--- config.mk ---
export PLATFORM = sky130hd
export DESIGN_NAME = encoder_pwm_setting_editor_core_flat
export DESIGN_NICKNAME = d
export VERILOG_FILES = /design/src/epse_pkg.sv /design/src/epse_if.sv /design/src/encoder_pwm_setting_editor_core.sv /design/src/flat_wrapper.sv
export SDC_FILE = /design/constraint.sdc
export NUM_CORES = 1
export LEC_CHECK = 0
export BUFFER_PORTS_ARGS = -buffer_cell sky130_fd_sc_hd__buf_2
export CELL_PAD_IN_SITES_DETAIL_PLACEMENT = 0
export CELL_PAD_IN_SITES_GLOBAL_PLACEMENT = 1
export CORE_UTILIZATION = 49
export CTS_BUF_LIST = sky130_fd_sc_hd__clkbuf_8
export CTS_CLUSTER_DIAMETER = 100
export DETAILED_ROUTE_END_ITERATION = 7
export PLACE_DENSITY = 0.83
export SLEW_MARGIN = 10
export SYNTH_ARGS = -nofsm -noshare
export SYNTH_HDL_FRONTEND = slang
export SYNTH_SLANG_ARGS = --single-unit
--- constraint.sdc ---
create_clock -name clk -period 7.95 [get_ports clk]
set_clock_uncertainty 0.1 [all_clocks]
set_input_delay 2.385 -clock clk [delete_from_list [all_inputs] [get_ports clk]]
set_output_delay 2.385 -clock clk [all_outputs]
set_load 0.05 [all_outputs]
--- src/epse_pkg.sv ---
`timescale 1ns / 1ps
`default_nettype none
// ----------------------------------------------------------------------------
// epse_pkg
// types, codes, limits and step tables of the pwm setting editor
// ----------------------------------------------------------------------------
package epse_pkg;

	typedef logic [19:0] freq_t;
	typedef logic [6:0]  duty_t;
	typedef logic [12:0] dead_t;
	typedef logic [1:0]  func_t;
	typedef logic [1:0]  mode_t;
	typedef logic [7:0]  half_count_t;

	// event kinds
	localparam func_t FUNC_ENCODER = 2'd0;
	localparam func_t FUNC_BUTTON  = 2'd1;
	localparam func_t FUNC_SELECT  = 2'd2;

	// edit modes
	localparam mode_t MODE_FREQ = 2'd0;
	localparam mode_t MODE_DUTY = 2'd1;
	localparam mode_t MODE_DEAD = 2'd2;

	// limits
	localparam freq_t FREQ_MAX   = 20'd1000000;
	localparam freq_t FREQ_MIN   = 20'd10;
	localparam duty_t DUTY_MAX   = 7'd99;
	localparam duty_t DUTY_MIN   = 7'd1;
	localparam dead_t DEAD_MAX   = 13'd6000;
	localparam dead_t DEAD_FLOOR = 13'd5;

	// reset values per bank
	localparam freq_t RST_FREQ_B0 = 20'd60100;
	localparam freq_t RST_FREQ_B1 = 20'd59100;
	localparam duty_t RST_DUTY    = 7'd50;
	localparam dead_t RST_DEAD_B0 = 13'd150;
	localparam dead_t RST_DEAD_B1 = 13'd200;

	// preset values per bank
	localparam freq_t PRE_FREQ_B0 = 20'd60000;
	localparam freq_t PRE_FREQ_B1 = 20'd59000;
	localparam duty_t PRE_DUTY    = 7'd50;
	localparam dead_t PRE_DEAD_B0 = 13'd200;
	localparam dead_t PRE_DEAD_B1 = 13'd150;

	// step sizes: fine wins over coarse
	function automatic logic [9:0] freq_step(input logic fine, input logic coarse);
		if (fine)
			return 10'd10;
		if (coarse)
			return 10'd1000;
		return 10'd100;
	endfunction

	function automatic logic [3:0] duty_step(input logic fine, input logic coarse);
		if (fine)
			return 4'd5;
		if (coarse)
			return 4'd10;
		return 4'd1;
	endfunction

	function automatic logic [6:0] dead_step(input logic fine, input logic coarse);
		if (fine)
			return 7'd50;
		if (coarse)
			return 7'd100;
		return 7'd5;
	endfunction

endpackage
`default_nettype wire

--- src/epse_if.sv ---
`timescale 1ns / 1ps
`default_nettype none
// ----------------------------------------------------------------------------
// epse_in_if / epse_out_if
// valid/ready channels for editor events and reported settings
// ----------------------------------------------------------------------------
interface epse_in_if;
	import epse_pkg::*;

	logic        valid;
	logic        ready;
	func_t       func;
	half_count_t encoder_half_count;
	logic        fine_key_held;
	logic        coarse_key_held;
	logic        preset_key_held;

	modport source (
		output valid, func, encoder_half_count, fine_key_held, coarse_key_held,
			preset_key_held,
		input  ready
	);
	modport sink (
		input  valid, func, encoder_half_count, fine_key_held, coarse_key_held,
			preset_key_held,
		output ready
	);
endinterface

interface epse_out_if;
	import epse_pkg::*;

	logic  valid;
	logic  ready;
	freq_t out_frequency;
	duty_t out_duty;
	dead_t out_dead_time;
	logic  out_bank;
	mode_t out_mode;
	logic  reload;

	modport source (
		output valid, out_frequency, out_duty, out_dead_time, out_bank, out_mode, reload,
		input  ready
	);
	modport sink (
		input  valid, out_frequency, out_duty, out_dead_time, out_bank, out_mode, reload,
		output ready
	);
endinterface
`default_nettype wire

--- src/encoder_pwm_setting_editor_core.sv ---
`timescale 1ns / 1ps
`default_nettype none
// ----------------------------------------------------------------------------
// encoder_pwm_setting_editor_core
// two-bank pwm setting editor driven by encoder, button and bank select events
// ----------------------------------------------------------------------------
// channel    dir   contents
// events     in    func, encoder_half_count, fine/coarse/preset key levels
// settings   out   active frequency, duty, dead time, bank, mode, reload
//
// one event per cycle sustained while settings.ready is high; an accepted request
// is held in the input register, then in the result register, where it is taken
// the edit logic is one add and compare per field plus clamp selection
// arst_n puts both banks, active bank, mode and last half-count to reset values
// a stalled result holds the result register; one more request fits while the input
// register is empty, once it holds a request events.ready drops in the same cycle
// ----------------------------------------------------------------------------
module encoder_pwm_setting_editor_core (
	input  wire        clk,
	input  wire        arst_n,
	epse_in_if.sink    events,
	epse_out_if.source settings
);
	import epse_pkg::*;

	// input register
	logic        valid_s1;
	func_t       func_s1;
	half_count_t half_count_s1;
	logic        fine_s1;
	logic        coarse_s1;
	logic        preset_s1;

	// editor state
	freq_t       freq_q [2];
	duty_t       duty_q [2];
	dead_t       dead_q [2];
	logic        bank_q;
	mode_t       mode_q;
	half_count_t last_q;

	// result register
	logic        out_valid_q;
	freq_t       out_freq_q;
	duty_t       out_duty_q;
	dead_t       out_dead_q;
	logic        out_bank_q;
	mode_t       out_mode_q;
	logic        out_reload_q;

	// next values
	freq_t       freq_nxt [2];
	duty_t       duty_nxt [2];
	dead_t       dead_nxt [2];
	logic        bank_nxt;
	mode_t       mode_nxt;
	half_count_t last_nxt;
	logic        reload_nxt;

	// edit datapath
	freq_t       cur_freq;
	duty_t       cur_duty;
	dead_t       cur_dead;
	logic [9:0]  fstep;
	logic [3:0]  dstep;
	logic [6:0]  tstep;
	logic [20:0] freq_sum;
	logic [7:0]  duty_sum;
	logic [13:0] dead_sum;
	freq_t       freq_up;
	freq_t       freq_dn;
	duty_t       duty_up;
	duty_t       duty_dn;
	dead_t       dead_up;
	dead_t       dead_dn;
	logic        step_up;

	logic        advance;

	// the edit stage moves whenever the result register is free or being drained
	assign advance      = !out_valid_q || settings.ready;
	assign events.ready = !valid_s1 || advance;

	always_ff @(posedge clk or negedge arst_n) begin
		if (!arst_n) begin
			valid_s1 <= 1'b0;
		end else if (events.ready) begin
			valid_s1 <= events.valid;
		end
	end

	// payload of the input register
	always_ff @(posedge clk) begin
		if (events.ready && events.valid) begin
			func_s1       <= events.func;
			half_count_s1 <= events.encoder_half_count;
			fine_s1       <= events.fine_key_held;
			coarse_s1     <= events.coarse_key_held;
			preset_s1     <= events.preset_key_held;
		end
	end

	// arithmetic on the active bank
	always_comb begin
		cur_freq = freq_q[bank_q];
		cur_duty = duty_q[bank_q];
		cur_dead = dead_q[bank_q];
		fstep    = freq_step(fine_s1, coarse_s1);
		dstep    = duty_step(fine_s1, coarse_s1);
		tstep    = dead_step(fine_s1, coarse_s1);
		step_up  = half_count_s1 > last_q;

		// saturate on the way up
		freq_sum = {1'b0, cur_freq} + 21'(fstep);
		freq_up  = (freq_sum > 21'(FREQ_MAX)) ? FREQ_MAX : freq_sum[19:0];
		duty_sum = {1'b0, cur_duty} + 8'(dstep);
		duty_up  = (duty_sum > 8'(DUTY_MAX)) ? DUTY_MAX : duty_sum[6:0];
		dead_sum = {1'b0, cur_dead} + 14'(tstep);
		dead_up  = (dead_sum > 14'(DEAD_MAX)) ? DEAD_MAX : dead_sum[12:0];

		// floor on the way down, no wrap below zero
		freq_dn = (cur_freq < (20'(fstep) + FREQ_MIN)) ? FREQ_MIN : cur_freq - 20'(fstep);
		duty_dn = (cur_duty < (7'(dstep) + DUTY_MIN)) ? DUTY_MIN : cur_duty - 7'(dstep);
		// short dead time collapses to zero
		dead_dn = (cur_dead < (13'(tstep) + DEAD_FLOOR)) ? 13'd0 : cur_dead - 13'(tstep);
	end

	// event decode and state update
	always_comb begin
		freq_nxt   = freq_q;
		duty_nxt   = duty_q;
		dead_nxt   = dead_q;
		bank_nxt   = bank_q;
		mode_nxt   = mode_q;
		last_nxt   = last_q;
		reload_nxt = 1'b0;

		unique case (func_s1)
			FUNC_ENCODER: begin
				// same half-count as before means no movement
				if (half_count_s1 != last_q) begin
					unique case (mode_q)
						MODE_FREQ: freq_nxt[bank_q] = step_up ? freq_up : freq_dn;
						MODE_DUTY: duty_nxt[bank_q] = step_up ? duty_up : duty_dn;
						MODE_DEAD: dead_nxt[bank_q] = step_up ? dead_up : dead_dn;
						default: ; // unreachable mode edits nothing
					endcase
					last_nxt   = half_count_s1;
					reload_nxt = 1'b1;
				end
			end
			FUNC_BUTTON: begin
				mode_nxt = (mode_q >= MODE_DEAD) ? MODE_FREQ : mode_q + 2'd1;
				if (preset_s1) begin
					freq_nxt[0] = PRE_FREQ_B0;
					duty_nxt[0] = PRE_DUTY;
					dead_nxt[0] = PRE_DEAD_B0;
					freq_nxt[1] = PRE_FREQ_B1;
					duty_nxt[1] = PRE_DUTY;
					dead_nxt[1] = PRE_DEAD_B1;
					reload_nxt  = 1'b1;
				end
			end
			FUNC_SELECT: begin
				bank_nxt   = !bank_q;
				reload_nxt = 1'b1;
			end
			default: ; // unused event kind reports without change
		endcase
	end

	// state commits when the request leaves the input register
	always_ff @(posedge clk or negedge arst_n) begin
		if (!arst_n) begin
			freq_q[0] <= RST_FREQ_B0;
			freq_q[1] <= RST_FREQ_B1;
			duty_q[0] <= RST_DUTY;
			duty_q[1] <= RST_DUTY;
			dead_q[0] <= RST_DEAD_B0;
			dead_q[1] <= RST_DEAD_B1;
			bank_q    <= 1'b0;
			mode_q    <= MODE_FREQ;
			last_q    <= '0;
		end else if (valid_s1 && advance) begin
			freq_q <= freq_nxt;
			duty_q <= duty_nxt;
			dead_q <= dead_nxt;
			bank_q <= bank_nxt;
			mode_q <= mode_nxt;
			last_q <= last_nxt;
		end
	end

	// result register
	always_ff @(posedge clk or negedge arst_n) begin
		if (!arst_n) begin
			out_valid_q <= 1'b0;
		end else if (advance) begin
			out_valid_q <= valid_s1;
		end
	end

	always_ff @(posedge clk) begin
		if (valid_s1 && advance) begin
			out_freq_q   <= freq_nxt[bank_nxt];
			out_duty_q   <= duty_nxt[bank_nxt];
			out_dead_q   <= dead_nxt[bank_nxt];
			out_bank_q   <= bank_nxt;
			out_mode_q   <= mode_nxt;
			out_reload_q <= reload_nxt;
		end
	end

	assign settings.valid         = out_valid_q;
	assign settings.out_frequency = out_freq_q;
	assign settings.out_duty      = out_duty_q;
	assign settings.out_dead_time = out_dead_q;
	assign settings.out_bank      = out_bank_q;
	assign settings.out_mode      = out_mode_q;
	assign settings.reload        = out_reload_q;

endmodule
`default_nettype wire

--- src/flat_wrapper.sv ---
// flat-port wrapper written by rule: the top's interface ports become plain ports
module encoder_pwm_setting_editor_core_flat import epse_pkg::*;
  (clk, arst_n, events_valid, events_func, events_encoder_half_count, events_fine_key_held, events_coarse_key_held, events_preset_key_held, events_ready, settings_valid, settings_out_frequency, settings_out_duty, settings_out_dead_time, settings_out_bank, settings_out_mode, settings_reload, settings_ready);
  epse_in_if events_i ();
  epse_out_if settings_i ();
  input  wire clk;
  input  wire arst_n;
  input wire logic [$bits(events_i.valid)-1:0] events_valid;
  input wire logic [$bits(events_i.func)-1:0] events_func;
  input wire logic [$bits(events_i.encoder_half_count)-1:0] events_encoder_half_count;
  input wire logic [$bits(events_i.fine_key_held)-1:0] events_fine_key_held;
  input wire logic [$bits(events_i.coarse_key_held)-1:0] events_coarse_key_held;
  input wire logic [$bits(events_i.preset_key_held)-1:0] events_preset_key_held;
  output wire logic [$bits(events_i.ready)-1:0] events_ready;
  output wire logic [$bits(settings_i.valid)-1:0] settings_valid;
  output wire logic [$bits(settings_i.out_frequency)-1:0] settings_out_frequency;
  output wire logic [$bits(settings_i.out_duty)-1:0] settings_out_duty;
  output wire logic [$bits(settings_i.out_dead_time)-1:0] settings_out_dead_time;
  output wire logic [$bits(settings_i.out_bank)-1:0] settings_out_bank;
  output wire logic [$bits(settings_i.out_mode)-1:0] settings_out_mode;
  output wire logic [$bits(settings_i.reload)-1:0] settings_reload;
  input wire logic [$bits(settings_i.ready)-1:0] settings_ready;
  assign events_i.valid = events_valid;
  assign events_i.func = events_func;
  assign events_i.encoder_half_count = events_encoder_half_count;
  assign events_i.fine_key_held = events_fine_key_held;
  assign events_i.coarse_key_held = events_coarse_key_held;
  assign events_i.preset_key_held = events_preset_key_held;
  assign events_ready = events_i.ready;
  assign settings_valid = settings_i.valid;
  assign settings_out_frequency = settings_i.out_frequency;
  assign settings_out_duty = settings_i.out_duty;
  assign settings_out_dead_time = settings_i.out_dead_time;
  assign settings_out_bank = settings_i.out_bank;
  assign settings_out_mode = settings_i.out_mode;
  assign settings_reload = settings_i.reload;
  assign settings_i.ready = settings_ready;
  encoder_pwm_setting_editor_core u_core (.clk(clk), .arst_n(arst_n), .events(events_i), .settings(settings_i));
endmodule
==> results of run 1 <==
==> layout by cell type, fill, tap and decap left out, types with 26 or more instances in the layout <==
cell type | synthesis | layout
buf_2 | 7 | 61
nand2_1 | 133 | 133
inv_1 | 47 | 46
nor2_1 | 112 | 112
dfstp_2 | 31 | 31
dfrtp_1 | 62 | 61
nand3_1 | 26 | 26
ha_1 | 55 | 55
mux2_2 | 28 | 28
edfxtp_1 | 57 | 57
o21ai_0 | 104 | 103
a21oi_1 | 98 | 97
==> stage by stage <==
step           cell area [sq um]  worst slack, ns  instances   util  power, uW
4_1_cts                    11900             2.57       1568  0.544       4710
5_1_grt                    11900             2.17       1568  0.544       5060
3_3_place_gp               11600             2.58       1536  0.526       4070
3_5_place_dp               11600             2.58       1536  0.526       4090
6_report                   11900             2.58       1568  0.544       4740
2_1_floorplan              11000             2.33       1235      -       3410
==> worst reg2reg max path: stages, from the launching register on <==
cell,delay (ns)
edfxtp_1,0.66
inv_1,0.43
nand2_1,0.41
inv_1,0.50
ha_1,0.38
nor3_1,0.10
or4_4,0.49
a32oi_4,0.31
and2b_1,0.22
xnor2_2,0.14
and4_1,0.25
o221ai_2,0.13
a31oi_1,0.44
nor2_1,0.11
o31ai_2,0.34
o21bai_1,0.12
==> cells by family after synthesis <==
logic type,count (synthesis),share of synthesized area
mux,54,0.0545
xor+xnor,35,0.0285
flops,150,0.370
simple gates,402,0.172
buf+inv,106,0.0406
fa+ha+maj,61,0.0734
compound gates,426,0.261
other cells,1,0.000341
==> cell type report <==
class | count | area (sq um) | area share
multi-input combinational | 979 | 6500 | 0.544
sequential | 150 | 4080 | 0.342
timing repair buffer | 78 | 433 | 0.0362
tap | 280 | 350 | 0.0293
clock buffer | 17 | 234 | 0.0196
inverter | 49 | 186 | 0.0156
clock inverter | 15 | 156 | 0.0131
==> sequential cells by signal, indices dropped and copies added, names as in the netlist, 2 cells and up <==
signal	count
u_core.dead_q	26
u_core.duty_q	14
u_core.freq_q	40
u_core.func_s1	2
u_core.half_count_s1	8
u_core.last_q	8
u_core.mode_q	2
u_core.settings.out_dead_time	13
u_core.settings.out_duty	7
u_core.settings.out_frequency	20
u_core.settings.out_mode	2
==> path summary, 6_finish.rpt <==
kind | from | end | slack [ns] | cells after the start
setup / recovery | settings_ready | events_ready | 2.58 | 3
max in group asynchronous | arst_n | u_core.bank_q | 4.80 | 2
hold reg to reg | u_core.dead_q[6] | u_core.dead_q[6] | 0.38 | 2
hold / removal | u_core.dead_q[6] | u_core.dead_q[6] | 0.38 | 2
min in group asynchronous | arst_n | u_core.last_q[4] | 1.85 | 1
setup reg to reg | u_core.fine_s1 | u_core.settings.out_frequency[5] | 2.59 | 15
==> per-layer routing <==
layer / wire length, um / GRT usage / vias to the layer above / part of all wire
li1: - / - / 4683 / -
met1: 14900 / 0.396 / 4827 / 0.44
met2: 15500 / 0.476 / 398 / 0.46
met3: 1920 / 0.0419 / 78 / 0.057
met4: 1350 / 0.137 / 0 / 0.040
met5: 0 / 0 / - / 0
==> power by group <==
| part | internal, uW | leakage [uW] | switching (uW) |
|---|---|---|---|
| combinational | 994 | 0.00291 | 1840 |
| sequential | 1090 | 0.00168 | 208 |
| clock | 235 | 0.000196 | 366 |
==> impl_metrics.py, run 1 <==
metrics = {
    "status": {
        "status": "complete, but fails checks",
        "violated_checks": "DRC",
    },
    "clock_tree": {
        "ctsHtreeMaxLevel": 4,
        "cts_tree": "done",
        "clockRootBuffer": "clkbuf_8",
        "post_cts.resized_instances": 0,
        "cts_sinks": 150,
        "cts-root-to-sink-buffers": 2,
        "cts_made_buffers": 17,
        "clk_latency_ns": 0.49,
        "clkSlewWorstSetupHoldPaths_ns": 0.09,
        "cts_hold_buf": 0,
        "cts_post_setup_buffers_inserted": 0,
    },
    "final_layout": {
        "antennaDiodeCount": 0,
        "num-nets-final": 1353,
        "fillcell_total": 2035,
        "fraction_of_final_layout_cells_sized_beyond_drive_strength_1": 0.165,
        "area_delta_synth_final_pct": 8.46,
    },
    "route": {
        "first_iter_violations": 904,
        "drtPass1Iterations": 8,
        "wl_um": 33600,
        "viasPerCell": 6.37,
        "route.vias.total": 9986,
        "detail_route.drc_violations": 11,
        "routed_length_per_instance_um": 21.5,
        "postRouteAntennaNets": 0,
    },
    "synth": {
        "synth.area.top_cells": "edfxtp_1 (16%), dfrtp_1 (14%), dfstp_2 (7.4%)",
        "post-synth-top-count-cell": "nand2_1",
        "synth_area_leader_cell": "edfxtp_1",
        "synth_cells": 1235,
        "synth_cell_types": 96,
        "synth-edff-count": 57,
        "postSynth.asyncResetShare": 0.620,
        "yosysTopAreaCellShare": 0.155,
        "synthesis.area_per_instance_sq_um": 8.92,
        "syn_nets": 1313,
        "cell_types_with_the_highest_counts_after_synthesis": "nand2_1 (133), nor2_1 (112), o21ai_0 (104)",
        "synth_seq_cells": 150,
        "synth_seq_area_share": 0.370,
        "synth_top_flop_cell": "dfrtp_1",
        "yosys_warnings": 0,
        "syn_area_sq_mm": 0.0110,
    },
    "floorplanning": {
        "dieWidth_um": 152,
        "chipHeight_um": 152,
        "floorplan.die_area_sq_mm": 0.0231,
        "start_util": 0.502,
        "coreArea_sq_mm": 0.0220,
        "io_pins": 63,
        "cell_row_count": 54,
    },
    "critical_path": {
        "worst_path_max_delay_cell": "buf_2",
        "critPathMostFrequentCell": "buf_2",
        "critPathMaxFanout": 3,
        "cp.required_ns": 5.47,
        "type_of_origin_of_the_critical_path": "input pin",
        "worst-endpoint-arrival_ns": 2.89,
        "timing_worst_setup_path_type": "input pin to primary output",
        "cp_slowest_stage_delay_ns": 0.23,
        "crit_path_end_kind": "primary output",
        "crit_path_cell_trace": "buf_2 > nand3b_1 > buf_2",
        "critical_path.n_buffers_inverters": 2,
        "path_delay_family": "buffers and inverters",
    },
    "timing": {
        "fin_hold_ws_ns": 0.385,
        "finalHoldViolCount": 0,
        "fin_tns_setup_ns": 0,
        "timing.slew.headroom": 0.305,
        "clock.fmax_mhz": 186,
        "worstMarginPinSlew_ns": 1.03,
        "post-route-min-period_ns": 5.37,
        "layout_worst_path_cycle_share": 0.675,
        "grt_setup_unrepaired": "no",
        "setup-violations-final": 0,
        "slew_viol_final": 0,
    },
    "grt": {
        "number_of_antenna_violations_at_the_first_check_in_global_routing": 0,
        "global_route.usage.total": 0.296,
        "globalRouteOverflowTotal": 0,
        "grt_first_pass_wirelength_um": 53600,
        "number_of_global_route_vias_before_repair": 9418,
        "maximum_number_of_pins_on_one_net_before_global_route_repair": 55,
    },
    "place": {
        "detailed_place_hpwl_um": 24200,
        "port_buffers": 62,
        "finalWeightedCongestion": 0.934,
    },
    "power_and_ir_drop": {
        "power_density_mw_per_mm2": 397,
        "ir_drop_uv": 214,
        "cellLeakagePower_uw": 0.00478,
    },
    "flow_run": {
        "drv_cap": 0,
    },
    "hold_path": {
        "hold_class": "flip-flop to flip-flop",
    },
}
No activity file was read; power rests on OpenSTA's default activity.
==> inputs of run 2 (changes only) <==
--- a/config.mk
+++ b/config.mk
@@ -8,11 +8,11 @@
 export BUFFER_PORTS_ARGS = -buffer_cell sky130_fd_sc_hd__buf_2
 export CELL_PAD_IN_SITES_DETAIL_PLACEMENT = 0
 export CELL_PAD_IN_SITES_GLOBAL_PLACEMENT = 1
-export CORE_UTILIZATION = 49
+export CORE_UTILIZATION = 45
 export CTS_BUF_LIST = sky130_fd_sc_hd__clkbuf_8
 export CTS_CLUSTER_DIAMETER = 100
 export DETAILED_ROUTE_END_ITERATION = 7
-export PLACE_DENSITY = 0.83
+export PLACE_DENSITY = 0.81
 export SLEW_MARGIN = 10
 export SYNTH_ARGS = -nofsm -noshare
 export SYNTH_HDL_FRONTEND = slang
==> constraint.sdc (replaced) <==
create_clock -name clk -period 4.4 [get_ports clk]
set_clock_uncertainty 0.1 [all_clocks]
set_input_delay 1.32 -clock clk [delete_from_list [all_inputs] [get_ports clk]]
set_output_delay 1.32 -clock clk [all_outputs]
set_load 0.05 [all_outputs]
==> run 2 against run 1 <==
  * The run now ends clean
  * Global-route usage grew 0.91 points
  * Worst hold slack gained 0.0048 ns
  * Final cell count grew 8.1%
  * Power grew 100%
  * Routed wire length grew 11%
  * Final area grew 9.1%
  * Critical endpoint is now u_core.settings.out_frequency[2]
  * Largest cell class unchanged
  * Largest power group unchanged
==> impl_metrics.py, run 2 (synthesis gave the netlist of run 1 again) <==
metrics = {
    "power_and_ir_drop": {
        "ir_drop_uv": 346,
        "switching_part_of_the_total_power": 0.492,
        "cellLeakagePower_uw": 0.00529,
        "net_sw_power_uw": 4660,
        "cellInternalPower_uw": 4820,
        "power_density_mw_per_mm2": 728,
        "clk_pwr_share": 0.123,
        "combinationalPowerShare": 0.633,
        "sequentialPowerShare": 0.243,
    },
    "route": {
        "drtPass1Iterations": 7,
        "postRouteAntennaNets": 0,
        "routed_length_per_instance_um": 22.0,
        "detailroute.wirelength.met3_um": 2310,
        "top_signal_layer_used": "met4",
        "drt-met1-wl_um": 16100,
        "first_iter_violations": 965,
        "wl_um": 37300,
        "viasPerCell": 6.16,
        "route.vias.total": 10400,
        "detail_route.drc_violations": 0,
        "met2_wirelength_um": 17700,
    },
    "clock_tree": {
        "clk_latency_ns": 0.47,
        "cts_tree": "done",
        "clockRootBuffer": "clkbuf_8",
        "clkSlewWorstSetupHoldPaths_ns": 0.10,
        "cts_sinks": 150,
        "cts_made_buffers": 17,
        "cts-root-to-sink-buffers": 2,
        "ctsHtreeMaxLevel": 4,
    },
    "timing": {
        "fin_hold_ws_ns": 0.390,
        "clock.fmax_mhz": 232,
        "fin_tns_setup_ns": 0,
        "finalHoldViolCount": 0,
        "slew_viol_final": 0,
        "timing.slew.headroom": 0.246,
        "post-route-min-period_ns": 4.30,
        "layout_worst_path_cycle_share": 0.978,
        "grt_setup_unrepaired": "yes",
        "setup-violations-final": 0,
        "worstMarginPinSlew_ns": 1.12,
    },
    "critical_path": {
        "endpoint_of_the_lowest_slack_register_to_register_path": "u_core.settings.out_frequency[2]",
        "worst-endpoint-arrival_ns": 4.41,
        "critPathMaxFanout": 6,
        "path_delay_family": "compound AO/OA/AOI/OAI gates",
        "reg2reg_slack_ns": 0.1,
        "cp_slowest_stage_delay_ns": 0.57,
        "crit_path_cell_trace": "buf_4 > mux2_2 > ha_1 > or4_4 > a32oi_4 > and2b_1 > xnor2_2 > and4_4 > o221ai_4 > a21o_4 > buf_4 > a32oi_1 > a21oi_1",
        "critical_path.reg2reg.startpoint": "u_core.bank_q",
        "critical_path.n_buffers_inverters": 2,
        "cp.required_ns": 4.50,
        "crit_path_end_kind": "flip-flop",
        "worst_r2r_path_depth": 13,
        "worst_path_max_delay_cell": "or4_4",
        "critPathMostFrequentCell": "buf_4",
        "timing_worst_setup_path_type": "flip-flop to flip-flop",
        "type_of_origin_of_the_critical_path": "flip-flop",
    },
    "flow_run": {
        "drv_cap": 0,
    },
    "hold_path": {
        "worstHoldPathCells": 2,
        "hold_class": "flip-flop to flip-flop",
        "hold_start": "u_core.dead_q[6]",
        "worst_hold_path.endpoint": "u_core.dead_q[6]",
    },
    "final_layout": {
        "most_flop_heavy_register": "u_core.freq_q",
        "most-common-layout-cells": "nand2_1 (133), nor2_1 (110), buf_4 (101), o21ai_0 (97), a21oi_1 (91)",
        "largest_register_ffs": 40,
        "fillcell_total": 2189,
        "num-nets-final": 1441,
        "footprint_of_the_multi_input_gates_sq_mm": 0.00682,
        "area_delta_synth_final_pct": 18.4,
        "final-seq-area_sq_mm": 0.00408,
        "antennaDiodeCount": 0,
        "mostFrequentLayoutCell": "nand2_1",
        "fraction_of_final_layout_cells_sized_beyond_drive_strength_1": 0.246,
    },
    "floorplanning": {
        "floorplan.die_area_sq_mm": 0.0251,
        "start_util": 0.464,
        "io_pins": 63,
        "coreArea_sq_mm": 0.0238,
        "cell_row_count": 56,
        "chipHeight_um": 158,
        "dieWidth_um": 158,
    },
    "grt": {
        "number_of_antenna_violations_at_the_first_check_in_global_routing": 0,
        "number_of_global_route_vias_before_repair": 10000,
        "global_route.usage.total": 0.305,
        "globalRouteOverflowTotal": 0,
        "grt_first_pass_wirelength_um": 57500,
        "maximum_number_of_pins_on_one_net_before_global_route_repair": 55,
    },
    "place": {
        "finalWeightedCongestion": 0.931,
        "detailed_place_hpwl_um": 27000,
        "port_buffers": 62,
    },
    "status": {
        "status": "finished clean",
    },
}
run 2: cell count changes in the layout (fill, tap and decap cells not counted), sizes merged:
cell / change
bufinv: +2
inv: -1
buf: +88
clkinv: -1
run 2: worst max path at each step:
stage | start | to | slack (ns) | cells after the start
global placement | u_core.bank_q | u_core.settings.out_frequency[2] | 0.13 | 13
global route | u_core.bank_q | u_core.settings.out_frequency[17] | -0.06 | 16
finish | u_core.bank_q | u_core.settings.out_frequency[2] | 0.1 | 13
detailed placement | u_core.bank_q | u_core.settings.out_dead_time[3] | 0.1 | 14
CTS | u_core.fine_s1 | u_core.settings.out_dead_time[10] | 0.08 | 17
floorplan | u_core.bank_q | u_core.settings.out_frequency[17] | -0.36 | 23
run 2: through the flow:
stage	util	total power [uW]	instance area, sq um	instances	worst slack, ns
floorplan	-	6290	11200	1235	-0.363
global placement	0.520	7950	12400	1658	0.132
detailed placement	0.520	7980	12400	1658	0.0986
CTS	0.538	9180	12800	1690	0.0836
global route	0.549	10100	13000	1695	-0.0637
finish	0.549	9490	13000	1695	0.0971
run 2: power by group through the flow:
| stage | registers, uW | logic [uW] | clock network [uW] |
|---|---|---|---|
| floorplan | 2660 | 3630 | 0 |
| global placement | 2330 | 5610 | 0 |
| detailed placement | 2330 | 5660 | 0 |
| CTS | 2310 | 5680 | 1190 |
| global route | 2350 | 6480 | 1250 |
| finish | 2310 | 6010 | 1170 |
run 2: worst min-delay path, delay by kind of cell, from the launching register on:
family | cells | cell delay, ns
AND/OR/NAND/NOR | 1 | 0.05
AO/OA/AOI/OAI | 1 | 0.06
flip-flops | 1 | 0.38
run 2: repair_timing:
item,4_1_cts,5_1_grt
endpoints found under the setup margin,0,34
hold buffers,0,0
buffers inserted,0,5
resized for setup,0,42
run 2: layer usage:
layer | GRT usage | vias up
li1 | - | 4858
met1 | 0.403 | 5092
met2 | 0.499 | 424
met3 | 0.0509 | 74
met4 | 0.114 | 0
met5 | 0 | -
run 2: area by class of cell:
class | instances | area share
clock buffer | 17 | 0.0179
clock inverter | 15 | 0.0140
inverter | 49 | 0.0143
multi-input combinational | 979 | 0.523
sequential | 150 | 0.313
tap | 319 | 0.0306
timing repair buffer | 166 | 0.0870
==> inputs of run 3 (changes only) <==
--- a/config.mk
+++ b/config.mk
@@ -8,6 +8,7 @@
 export BUFFER_PORTS_ARGS = -buffer_cell sky130_fd_sc_hd__buf_2
 export CELL_PAD_IN_SITES_DETAIL_PLACEMENT = 0
 export CELL_PAD_IN_SITES_GLOBAL_PLACEMENT = 1
+export CORE_ASPECT_RATIO = 1.1
 export CORE_UTILIZATION = 45
 export CTS_BUF_LIST = sky130_fd_sc_hd__clkbuf_8
 export CTS_CLUSTER_DIAMETER = 100
==> run 3 against run 2 <==
  * Global-route usage shrank 1.5 points
  * First-iteration DRC count shrank 27%
  * Final cell count shrank 2.4%
  * Final area fell by 2.2%
  * Power shrank 2.3%
  * Non-clock buffer count fell by 26
  * Critical path depth is 3 higher
  * Utilization decreased by 1.4 points
  * Largest cell class unchanged
==> impl_metrics.py, run 3 (synthesis gave the netlist of run 1 again) <==
metrics = {
    "status": {
        "status": "finished clean",
    },
    "critical_path": {
        "crit_path_end_kind": "flip-flop",
        "timing_worst_setup_path_type": "flip-flop to flip-flop",
        "crit_path_cell_trace": "clkbuf_4 > buf_4 > mux2_2 > fa_2 > nor2b_4 > o211ai_4 > a21oi_2 > or2_1 > o211ai_1 > nand4_1 > buf_4 > nor4_2 > a31oi_2 > o21ai_1 > o2111ai_1 > o211ai_1",
        "critPathMaxFanout": 7,
        "cp.required_ns": 4.63,
        "worst_path_max_delay_cell": "dfrtp_4",
        "cp_slowest_stage_delay_ns": 0.50,
        "type_of_origin_of_the_critical_path": "flip-flop",
        "worst-endpoint-arrival_ns": 4.50,
    },
    "final_layout": {
        "mostFrequentLayoutCell": "nand2_1",
        "fraction_of_final_layout_cells_sized_beyond_drive_strength_1": 0.226,
        "antennaDiodeCount": 0,
        "most-common-layout-cells": "nand2_1 (133), nor2_1 (111), o21ai_0 (97), a21oi_1 (92), buf_4 (75)",
        "final-seq-area_sq_mm": 0.00408,
        "footprint_of_the_multi_input_gates_sq_mm": 0.00678,
        "num-nets-final": 1415,
        "stdcell_area_sq_mm": 0.0127,
        "layout.cells.non_filler": 1655,
        "most_flop_heavy_register": "u_core.freq_q",
        "area_delta_synth_final_pct": 15.7,
        "largest_register_ffs": 40,
        "fillcell_total": 2241,
    },
    "grt": {
        "maximum_number_of_pins_on_one_net_before_global_route_repair": 55,
        "global_route.usage.total": 0.290,
        "globalRouteOverflowTotal": 0,
        "number_of_antenna_violations_at_the_first_check_in_global_routing": 1,
        "number_of_global_route_vias_before_repair": 9891,
        "grt_first_pass_wirelength_um": 55800,
    },
    "place": {
        "detailed_place_hpwl_um": 26500,
        "dpl.cell_count": 1611,
        "finalWeightedCongestion": 1.00,
        "port_buffers": 62,
        "placed_area_sq_mm": 0.0121,
    },
    "route": {
        "detail_route.drc_violations": 0,
        "drtPass1Iterations": 5,
        "wl_um": 36000,
        "first_iter_violations": 707,
        "routed_length_per_instance_um": 21.8,
        "route.vias.total": 10200,
        "viasPerCell": 6.18,
        "postRouteAntennaNets": 0,
    },
    "hold_path": {
        "hold_class": "flip-flop to flip-flop",
    },
    "power_and_ir_drop": {
        "cellLeakagePower_uw": 0.00515,
        "power_density_mw_per_mm2": 727,
        "ir_drop_uv": 375,
    },
    "clock_tree": {
        "clockRootBuffer": "clkbuf_8",
        "cts_tree": "done",
        "clkSlewWorstSetupHoldPaths_ns": 0.10,
        "clk_latency_ns": 0.48,
        "cts_sinks": 150,
        "ctsHtreeMaxLevel": 4,
        "cts-root-to-sink-buffers": 2,
        "cts_made_buffers": 17,
    },
    "timing": {
        "worstMarginPinSlew_ns": 1.12,
        "post-route-min-period_ns": 4.27,
        "layout_worst_path_cycle_share": 0.971,
        "finalHoldViolCount": 0,
        "setup-violations-final": 0,
        "slew_viol_final": 0,
        "clock.fmax_mhz": 234,
        "timing.slew.headroom": 0.249,
    },
    "floorplanning": {
        "cell_row_count": 59,
        "dieWidth_um": 151,
        "chipHeight_um": 166,
        "floorplan.die_area_sq_mm": 0.0251,
        "coreArea_sq_mm": 0.0238,
        "io_pins": 63,
        "start_util": 0.462,
    },
    "flow_run": {
        "drv_cap": 0,
    },
}
## run 3: cell count changes in the layout (fill, tap and decap cells not counted), sizes merged
cell	before	now
clkinv	4	7
inv	57	53
clkinvlp	1	2
buf	166	139
clkbuf	17	18
## run 3: per-layer routing
layer,GRT usage,vias up,wire [um]
met2,0.495,354,17900
met4,0.103,0,1090
met3,0.0398,79,1810
li1,-,4800,-
met5,0,-,0
met1,0.369,4993,15200
## run 3: path summary, 6_finish.rpt
kind,startpoint,end,slack [ns],cells past startpoint
max,u_core.bank_q,u_core.settings.out_frequency[4],0.13,16
min,u_core.dead_q[6],u_core.dead_q[6],0.38,2
max reg2reg,u_core.bank_q,u_core.settings.out_frequency[4],0.13,16
min reg2reg,u_core.dead_q[6],u_core.dead_q[6],0.38,2
max in group asynchronous,arst_n,u_core.duty_q[5],2.59,2
min in group asynchronous,arst_n,u_core.last_q[4],0.74,1
## run 3: stage by stage
step	worst slack (ns)	hold slack, ns	setup TNS (ns)	total power (uW)	utilization
after floorplan	-0.363	0.348	-11.51	6290	-
after global placement	0.0720	0.363	0	7800	0.506
after detailed placement	0.0330	0.368	0	7830	0.506
after CTS	0.0221	0.380	0	8960	0.522
after global routing	-0.0349	0.415	-0.111	9860	0.535
final	0.127	0.380	0	9270	0.535
## run 3: report_power, final
group | switching (uW) | leakage [uW] | internal (uW)
Sequential | 329 | 0.00168 | 1980
Clock | 595 | 0.000197 | 507
Combinational | 3640 | 0.00327 | 2210
Total | 4570 | 0.00515 | 4700
## run 3: what timing repair did
item,4_1_cts,5_1_grt
endpoints found under the setup margin,0,59
buffers inserted,0,12
hold buffers,0,0
resized for setup,0,31
## run 3: layout make-up
class,count,share of cell area
repair buffers,140,0.0727
inverters,49,0.0146
clock buffers,17,0.0184
multi-input cells,979,0.532
clock inverters,15,0.0123
well taps,305,0.0299
flip-flops and latches,150,0.320
## run 3: worst max-delay path: cells and delay by family (launching register included)
| family | cells | cell delay (ns) |
|---|---|---|
| DFF | 1 | 0.50 |
| buffers and inverters | 3 | 0.57 |
| adders and majority gates | 1 | 0.42 |
| and+or+nand+nor | 4 | 0.93 |
| muxes | 1 | 0.34 |
| AOI/OAI and AO/OA | 7 | 1.29 |
